<file path="src/rtl/core/rsas_pkg.sv">
`default_nettype none
package rsas_pkg;

    localparam int CNT_W  = 11;   // element count register
    localparam int ADDR_W = 10;   // write address field
    localparam int VAL_W  = 32;   // element / key width
    localparam int POS_W  = 10;   // result position field

    localparam logic CMD_WRITE  = 1'b0;
    localparam logic CMD_SEARCH = 1'b1;

    // finished search, held by the sequencer until the output stage takes it
    typedef struct packed {
        logic             valid;
        logic             found;
        logic [POS_W-1:0] position;
    } t_res;

endpackage
`default_nettype wire

</file>
<file path="src/rtl/core/rsas_seq.sv">
`default_nettype none
module rsas_seq
    import rsas_pkg::*;
#(
    parameter int MAX_ELEMENTS = 1024
) (
    input  wire logic                             i_clk,
    input  wire logic                             i_rst_n,
    input  wire logic                             i_start,
    input  wire logic signed [VAL_W-1:0]          i_key,
    input  wire logic [$clog2(MAX_ELEMENTS+1)-1:0] i_n,
    input  wire logic                             i_take,
    output logic                                  o_busy,
    output t_res                                  o_res,
    output logic [$clog2(MAX_ELEMENTS)-1:0]       o_raddr,
    input  wire logic [VAL_W-1:0]                 i_rdata
);

    localparam int AW = $clog2(MAX_ELEMENTS);
    localparam int CW = $clog2(MAX_ELEMENTS + 1);

    localparam logic [2:0] S_IDLE = 3'd0;
    localparam logic [2:0] S_LAST = 3'd1;
    localparam logic [2:0] S_MIN  = 3'd2;
    localparam logic [2:0] S_DEC  = 3'd3;
    localparam logic [2:0] S_BIN  = 3'd4;
    localparam logic [2:0] S_DONE = 3'd5;

    logic [2:0]              r_state, n_state;
    logic signed [VAL_W-1:0] r_key, n_key;
    logic signed [VAL_W-1:0] r_vhi, n_vhi;
    logic signed [VAL_W-1:0] r_vlast, n_vlast;
    logic [CW-1:0]           r_n, n_n;
    logic [CW-1:0]           r_lo, n_lo;
    logic [CW-1:0]           r_hi, n_hi;
    logic [CW-1:0]           r_mid, n_mid;
    logic                    r_found, n_found;
    logic [POS_W-1:0]        r_pos, n_pos;

    logic signed [VAL_W-1:0] rd;
    logic [CW:0]             sum;
    logic [CW-1:0]           mid_next;
    logic [CW-1:0]           n_minus1;

    assign rd       = $signed(i_rdata);
    assign sum      = {1'b0, n_lo} + {1'b0, n_hi};
    assign mid_next = sum[CW:1];

    always_comb begin
        n_state  = r_state;
        n_key    = r_key;
        n_vhi    = r_vhi;
        n_vlast  = r_vlast;
        n_n      = r_n;
        n_lo     = r_lo;
        n_hi     = r_hi;
        n_mid    = r_mid;
        n_found  = r_found;
        n_pos    = r_pos;
        n_minus1 = i_n - CW'(1);
        o_raddr  = mid_next[AW-1:0];
        case (r_state)
            S_IDLE: begin
                o_raddr = n_minus1[AW-1:0];
                if (i_start) begin
                    n_key   = i_key;
                    n_n     = i_n;
                    n_state = S_LAST;
                end
            end
            S_LAST: begin
                n_vlast = rd;
                n_vhi   = rd;
                n_lo    = '0;
                n_hi    = r_n - CW'(1);
                n_mid   = mid_next;
                n_state = (n_lo < n_hi) ? S_MIN : S_DEC;
            end
            S_MIN: begin
                if (rd > r_vhi) begin
                    n_lo = r_mid + CW'(1);
                end else begin
                    n_hi  = r_mid;
                    n_vhi = rd;
                end
                n_mid   = mid_next;
                n_state = (n_lo < n_hi) ? S_MIN : S_DEC;
            end
            S_DEC: begin
                // r_lo is the rotation point, r_vhi its element
                if (r_key >= r_vhi && r_key <= r_vlast) begin
                    n_lo = r_lo;
                    n_hi = r_n;
                end else begin
                    n_lo = '0;
                    n_hi = r_lo;
                end
                n_mid   = mid_next;
                n_found = 1'b0;
                n_pos   = '0;
                n_state = (n_lo < n_hi) ? S_BIN : S_DONE;
            end
            S_BIN: begin
                if (rd == r_key) begin
                    n_found = 1'b1;
                    n_pos   = POS_W'(r_mid);
                    n_state = S_DONE;
                end else begin
                    if (rd > r_key) begin
                        n_hi = r_mid;
                    end else begin
                        n_lo = r_mid + CW'(1);
                    end
                    n_mid   = mid_next;
                    n_state = (n_lo < n_hi) ? S_BIN : S_DONE;
                end
            end
            S_DONE: begin
                if (i_take) begin
                    n_state = S_IDLE;
                end
            end
            default: begin
                n_state = S_IDLE;
            end
        endcase
    end

    always_ff @(posedge i_clk) begin
        if (!i_rst_n) begin
            r_state <= S_IDLE;
        end else begin
            r_state <= n_state;
        end
        r_key   <= n_key;
        r_vhi   <= n_vhi;
        r_vlast <= n_vlast;
        r_n     <= n_n;
        r_lo    <= n_lo;
        r_hi    <= n_hi;
        r_mid   <= n_mid;
        r_found <= n_found;
        r_pos   <= n_pos;
    end

    assign o_busy         = (r_state != S_IDLE);
    assign o_res.valid    = (r_state == S_DONE);
    assign o_res.found    = r_found;
    assign o_res.position = r_pos;

`ifndef SYNTHESIS
    a_res_held: assert property (@(posedge i_clk) disable iff (!i_rst_n)
        (o_res.valid && !i_take) |=> o_res.valid)
        else $error("finished search dropped before it was taken");
    a_window: assert property (@(posedge i_clk) disable iff (!i_rst_n)
        (r_state == S_MIN || r_state == S_BIN) |->
        (r_lo <= r_mid && r_mid < r_hi && r_hi <= r_n))
        else $error("probe outside search window");
    a_start_idle: assert property (@(posedge i_clk) disable iff (!i_rst_n)
        i_start |-> (r_state == S_IDLE))
        else $error("search started while busy");
    a_miss_zero: assert property (@(posedge i_clk) disable iff (!i_rst_n)
        (o_res.valid && !o_res.found) |-> (o_res.position == '0))
        else $error("miss with nonzero position");
`endif

endmodule
`default_nettype wire

</file>
<file path="config.mk">
export PLATFORM = sky130hd
export DESIGN_NAME = rsas_seq
export DESIGN_NICKNAME = d
export VERILOG_FILES = /design/src/rtl/core/rsas_pkg.sv /design/src/rtl/core/rsas_seq.sv
export SDC_FILE = /design/constraint.sdc
export NUM_CORES = 1
export LEC_CHECK = 0
export ABC_AREA = 1
export BUFFER_PORTS_ARGS = -buffer_cell sky130_fd_sc_hd__buf_2
export CORE_UTILIZATION = 56
export CTS_BUF_LIST = sky130_fd_sc_hd__clkbuf_8
export DETAILED_ROUTE_END_ITERATION = 8
export PLACE_DENSITY_LB_ADDON = 0.1
export SLEW_MARGIN = 20
export SYNTH_ARGS = -nofsm -noshare
export SYNTH_HDL_FRONTEND = slang
export SYNTH_SLANG_ARGS = --single-unit
</file>
<file path="constraint.sdc">
create_clock -name i_clk -period 5.24 [get_ports i_clk]
set_clock_uncertainty 0.15 [all_clocks]
set_input_delay 0.524 -clock i_clk [delete_from_list [all_inputs] [get_ports i_clk]]
set_output_delay 0.524 -clock i_clk [all_outputs]
set_load 0.02 [all_outputs]
</file>
# [Word level (Yosys, flattened, before mapping)]
# Cells that the tools add are included.
[word_totals] register_bits=154 in_bits=79 out_inout_bits=23 elab_cells=80
[classes] n_addsub=4 magnitude_cmp=8 n_eq_ne=11 mux=35 reduce_logical=12
[op_table] cell="11-bit 2-to-1 mux" n=17
[op_table] cell="11-bit case mux with 4 select lines" n=2
[op_table] cell="32-bit greater-than comparator" n=2
[op_table] cell="32-bit case mux with 2 select lines" n=1
[op_table] cell="11-bit < comparator" n=3
[op_table] cell="32-bit equality test" n=1
[op_table] cell="32-bit greater-or-equal comparator" n=1
[op_table] cell="32-bit <= comparator" n=1
[op_table] cell="32-bit 2-to-1 mux" n=1
[op_table] cell="11-bit case mux with 2 select lines" n=1
[op_table] cell="10-bit 2-to-1 mux" n=2
[op_table] cell="10-bit case mux with 2 select lines" n=1
[op_table] cell="3-bit case mux with 6 select lines" n=1
[op_table] cell="11-bit by 11-bit adder with 12-bit output" n=1
[op_table] cell="11-bit by 1-bit adder with 11-bit output (second input constant)" n=1
[op_table] cell="1-bit by 11-bit < comparator with 1-bit output (first input constant)" n=1
[op_table] cell="11-bit by 1-bit subtractor with 11-bit output (second input constant)" n=1
[op_table] cell="2-bit != test (second input constant)" n=5
[op_table] cell="2-bit AND reduction" n=5
[op_table] cell="10-bit by 1-bit subtractor with 10-bit output (second input constant)" n=1
[op_table] cell="3-bit by 2-bit equality test with 1-bit output (second input constant)" n=2
[op_table] cell="3-bit equality test (second input constant)" n=2
[op_table] cell="1-bit 2-to-1 mux" n=6
[op_table] cell="3-bit 2-to-1 mux" n=2
[op_table] cell="other kinds (7)" n=9

# [Logic depth before layout (Yosys ltp)]
[depth] ltp_word=9 ltp_mapped=37 ltp_nobuf=36

# [Worst setup path before layout]
# OpenSTA, ideal clock, no wires.
[synth_timing] path_type="register to output" start="reg r_state[0]" end="out o_raddr[9]" arrival_time_ns=4.208 t_required_ns=4.566 slack_ns=0.358 path_stages_with_launch=26 path_buffers=2 path_cell_list="dfxtp_1 inv_2 nor3_4 inv_2 nand2_1 inv_2 nand2_1 inv_1 buf_1 clkbuf_1 nand2_1 nand2_1 fa_1 nand3_1 nand2_1 a21oi_1 o21bai_1 a21oi_1 nor2_1 nor2_1 inv_1 a21oi_1 o21ai_0 xor2_1 nand2_1 o21ai_0"
[synth_via] elab_chain_len=4 word_cells_on_any_way=9 classes_between="1 x add/sub; 4 x eq/ne; 3 x mux; 1 x reduce/logical"
[synth_rtl] item="from (decl)" line_no="rsas_seq.sv:29" text="logic [2:0] r_state, n_state;"
[synth_rtl] item="from (signal assigned)" line_no="rsas_seq.sv:133" text="r_state <= n_state;"
[synth_rtl] item="3-bit equality test, or another cell as far along" line_no="rsas_seq.sv:62" text="case (r_state)"
[synth_rtl] item="11-bit case mux with 4 select lines (*)" line_no="rsas_seq.sv:62"
[synth_rtl] item="via n_lo[1]" line_no="rsas_seq.sv:34" text="logic [CW-1:0] r_lo, n_lo;"
[synth_rtl] item="11-bit by 11-bit adder with 12-bit output (*)" line_no="rsas_seq.sv:46" text="assign sum = {1'b0, n_lo} + {1'b0, n_hi};"
[synth_rtl] item="10-bit 2-to-1 mux (*)" line_no="rsas_seq.sv:62"
[synth_rtl] item="to (decl)" line_no="rsas_seq.sv:15" text="output logic [$clog2(MAX_ELEMENTS)-1:0] o_raddr,"
# Mark *: on every way through the listed nets, which the timed path passes. The rest lies on a longest branch.

# [Worst setup path after layout]
[layout_timing] start="reg r_key[29]" end="out o_raddr[9]"
[layout_via] elab_chain_len=8 word_cells_on_any_way=21 classes_between="1 x add/sub; 3 x order compare; 1 x eq/ne; 15 x mux; 1 x reduce/logical"
[layout_rtl] item="from (decl)" line_no="rsas_seq.sv:30" text="logic signed [VAL_W-1:0] r_key, n_key;"
[layout_rtl] item="from (signal assigned)" line_no="rsas_seq.sv:135" text="r_key <= n_key;"
[layout_rtl] item="32-bit greater-than comparator" line_no="rsas_seq.sv:109" text="if (rd > r_key) begin"
[layout_rtl] item="11-bit 2-to-1 mux" line_no="rsas_seq.sv:109"
[layout_rtl] item="11-bit 2-to-1 mux" line_no="rsas_seq.sv:104" text="if (rd == r_key) begin"
[layout_rtl] item="11-bit 2-to-1 mux" line_no="rsas_seq.sv:62"
[layout_rtl] item="11-bit 2-to-1 mux" line_no="rsas_seq.sv:104"
[layout_rtl] item="11-bit case mux with 4 select lines (*)" line_no="rsas_seq.sv:62"
[layout_rtl] item="via n_hi[2]" line_no="rsas_seq.sv:35" text="logic [CW-1:0] r_hi, n_hi;"
[layout_rtl] item="11-bit by 11-bit adder with 12-bit output (*)" line_no="rsas_seq.sv:46"
[layout_rtl] item="10-bit 2-to-1 mux (*)" line_no="rsas_seq.sv:62"
# Mark *: on every way through the listed nets, which the timed path passes. The rest lies on a longest branch. The select of a mux whose other input is x is not followed.

==> reports/results.ini <==
[outcome]
outcome=finished with violations
violations=negative setup slack

[floorplan]
io_pins=102
fp.dieArea_sq_mm=0.02040
fp.dieW_um=142.8
fp.dieH_um=142.8
start_util_pct=57.07
coreArea_sq_mm=0.01946
rows=51

[setup_path]
regToRegStartpoint=r_key[29]
rr_worst_depth=31
cpPeakStageDelay_ps=520
crit_slowest_cell=edfxtp_1
r2r-end=r_mid[9]
cp-endpoint=o_raddr[9]
crit_path_start_kind=register
cpMostUsedCell=a21oi_2
path_class=register to output port
crit_start=r_key[29]
endpoint_kind=output port
crit_fanout=5
arrival_ps=4960
cp.required_ps=4570
r2r_slack_ps=490

[yosys]
yosys-top-cells-area=edfxtp_1, ha_1, nand2_1
yosys.area.top_type_share_pct=34.88
netlist_instances=1290
synth_cell_types=50
yosysTopAreaCell=edfxtp_1
yosysWarnings=0
synth_nets=1541
synth_seq_area_share_pct=39.38
syn-cell-area_sq_mm=0.01111
synth-seq-cells=154
syn_avg_cell_area_sq_um=8.610

[power_and_ir_drop]
ir_drop_v=0.0004713
power.internal_uw=4535
switching_power_uw=4016
pwr-share-clk_pct=9.9
cellPowerDensity_mw_per_mm2=614.4
pwr-share-comb_pct=65.4
power_frac_seq_pct=24.7
power.share.switching_pct=46.97
p_leak_uw=0.006626

[cells_and_area]
final_util_pct=71.51
area_growth_pct=25.30
n_antenna_cell=0
fin_nets=1754
drive_gt1_share_pct=27.37

[clocking]
cts.sinks=154
cts.htree.levels=4
cts_made_buffers=17
insertion_delay_ps=470
cts_hold_buf=0
clk_pin_slew_ps=100
clockBufferDepth=2
tritoncts=yes
ctsRootBufferMaster=clkbuf_8

[timing]
max_freq_ghz=0.1775
finalCriticalPeriod_ps=5634
tightest_slew_ps=801.7
rsz0062_at_grt=yes
period_share_pct=107.5
setup_viol=4
finalHoldViolCount=0
drv_slew=0
max_slew_margin_pct=46.43
finalWorstSetupSlack_ps=-393.8

[hold_path]
hold_path.class=input pin to register

[grt]
busiest_layer=met2
use_met3_pct=4.661
grt_pass1_vias=8949
grt_usage_pct=28.73
grt_pass1_wl_um=44670
antenna_found_initial=0
grt_max_degree=38
grt-ovfl-total=0
met1_usage_pct=39.63
use_met2_pct=46.36

[detailed_routing]
drc_errors=0
ant_nets=0
wl_per_cell_um=16.55
viasPerCell=5.436
dr.pass1.iters=5
vias=9681
drt_iter0_markers=671
postRouteWirelength_um=29470

[placed_design]
gp_congestion=0.8909
place_ws_ps=-346.0
hpwlAfterDp_um=21680
portBuffers=101

[flow_run]
cap_viol_max_count=0

[cells in the mapped netlist (all sizes together)]
library cell / count
a2111oi: 4
a211oi: 3
a21o: 6
a21oi: 102
a221oi: 9
a22oi: 1
a31oi: 3
and2: 3
buf: 14
clkbuf: 11
dfxtp: 25
edfxtp: 129
fa: 1
ha: 171
inv: 198
nand2: 280
nand3: 31
nand3b: 1
nand4: 17
nor2: 102
nor3: 27
nor4: 6
o2111ai: 1
o211ai: 3
o21a: 8
o21ai: 84
o21bai: 1
o221a: 2
o22a: 1
o22ai: 16
o31ai: 1
or3: 3
xnor2: 8
xor2: 18
[state kept, by name, indices dropped and copies added (netlist names)]
signal,cells
r_key,32
r_vhi,32
r_vlast,32
r_hi,11
r_lo,11
r_mid,11
r_n,11
r_pos,10
r_state,3
r_found,1
[worst min path at each step]
| stage | slack [ps] | from | cells after the start | to |
|---|---|---|---|---|
| after floorplan | 300 | r_lo[3] | 2 | r_lo[3] |
| after global placement | 310 | r_lo[3] | 2 | r_lo[3] |
| after detailed placement | 330 | r_lo[5] | 2 | r_lo[5] |
| after CTS | 30 | i_n[10] | 1 | r_n[10] |
| after global routing | 50 | i_n[10] | 1 | r_n[10] |
| final | 70 | i_n[10] | 1 | r_n[10] |
[cells by family after synthesis]
logic type,synth area share [%]
and+or+nand+nor,18.73
AOI/OAI and AO/OA,12.43
buffers and inverters,7.829
adders and majority gates,19.44
DFF,39.38
xor gates and xnor gates,2.185
[critical path, delay by kind of cell, from the launching register on]
kind,cells,cell delay [ps]
AND/OR/NAND/NOR,13,1400
AO/OA/AOI/OAI,12,1390
buffers and inverters,4,570
flip-flops,1,520
adder cells (fa/ha/maj),2,430
XOR/XNOR,1,180
[placed cells by master (no fill, tap or decap), drive strengths merged, types with 4 or more instances in the layout]
master   Yosys  final
a21oi      102    102
dfxtp       25     25
o21a         8      8
o21ai       84     84
ha         171    171
o22ai       16     16
a21o         6      6
inv        198    205
a221oi       9      9
nor3        27     27
xor2        18     18
nand4       17     17
a2111oi      4      4
nand3       31     32
edfxtp     129    129
xnor2        8      8
clkbuf      11     17
nor2       102    102
buf         14    217
nand2      280    281
clkinv       0      6
nor4         6      6
[through the flow]
step | setup TNS (ps) | power, uW | cell area, sq um | hold slack, ps | instances
after detailed placement | -394.3 | 6630 | 12480 | 325.2 | 1717
after global routing | -1905 | 9218 | 13920 | 46.26 | 1781
final | -847.5 | 8551 | 13920 | 69.07 | 1781
after CTS | -379.9 | 7859 | 13260 | 30.17 | 1763
after floorplan | 0 | 5106 | 11110 | 301.0 | 1290
after global placement | -219.1 | 6527 | 12470 | 313.6 | 1716
[area by class of cell]
| class | count | area, sq um |
|---|---|---|
| Clock buffer | 17 | 234.0 |
| Clock inverter | 15 | 115.1 |
| Fill cell | 1502 | 5545 |
| Inverter | 198 | 745.7 |
| Multi-Input combinational cell | 915 | 6668 |
| Sequential cell | 154 | 4374 |
| Tap cell | 265 | 331.6 |
| Timing Repair Buffer | 217 | 1449 |
[what timing repair did]
item                                    CTS  global route
endpoints found under the setup margin    6             8
setup buffers                            12            19
cloned                                    2             0
gates resized for setup                  78           112
pin swaps                                46            64
[power groups by stage]
| stage | combinational [uW] | clock [uW] | sequential [uW] |
|---|---|---|---|
| 2_1_floorplan | 3070 | 0 | 2030 |
| 3_3_place_gp | 4420 | 0 | 2110 |
| 3_5_place_dp | 4520 | 0 | 2110 |
| 4_1_cts | 4900 | 867 | 2090 |
| 5_1_grt | 6170 | 905 | 2140 |
| 6_report | 5590 | 848 | 2110 |
[metal layers]
layer / share of wire, % / vias up
li1: - / 4828
met1: 45 / 4485
met2: 46 / 323
met3: 6.6 / 45
met4: 1.9 / 0
met5: 0 / -
Note: power is estimated with default switching activity, not from simulation.
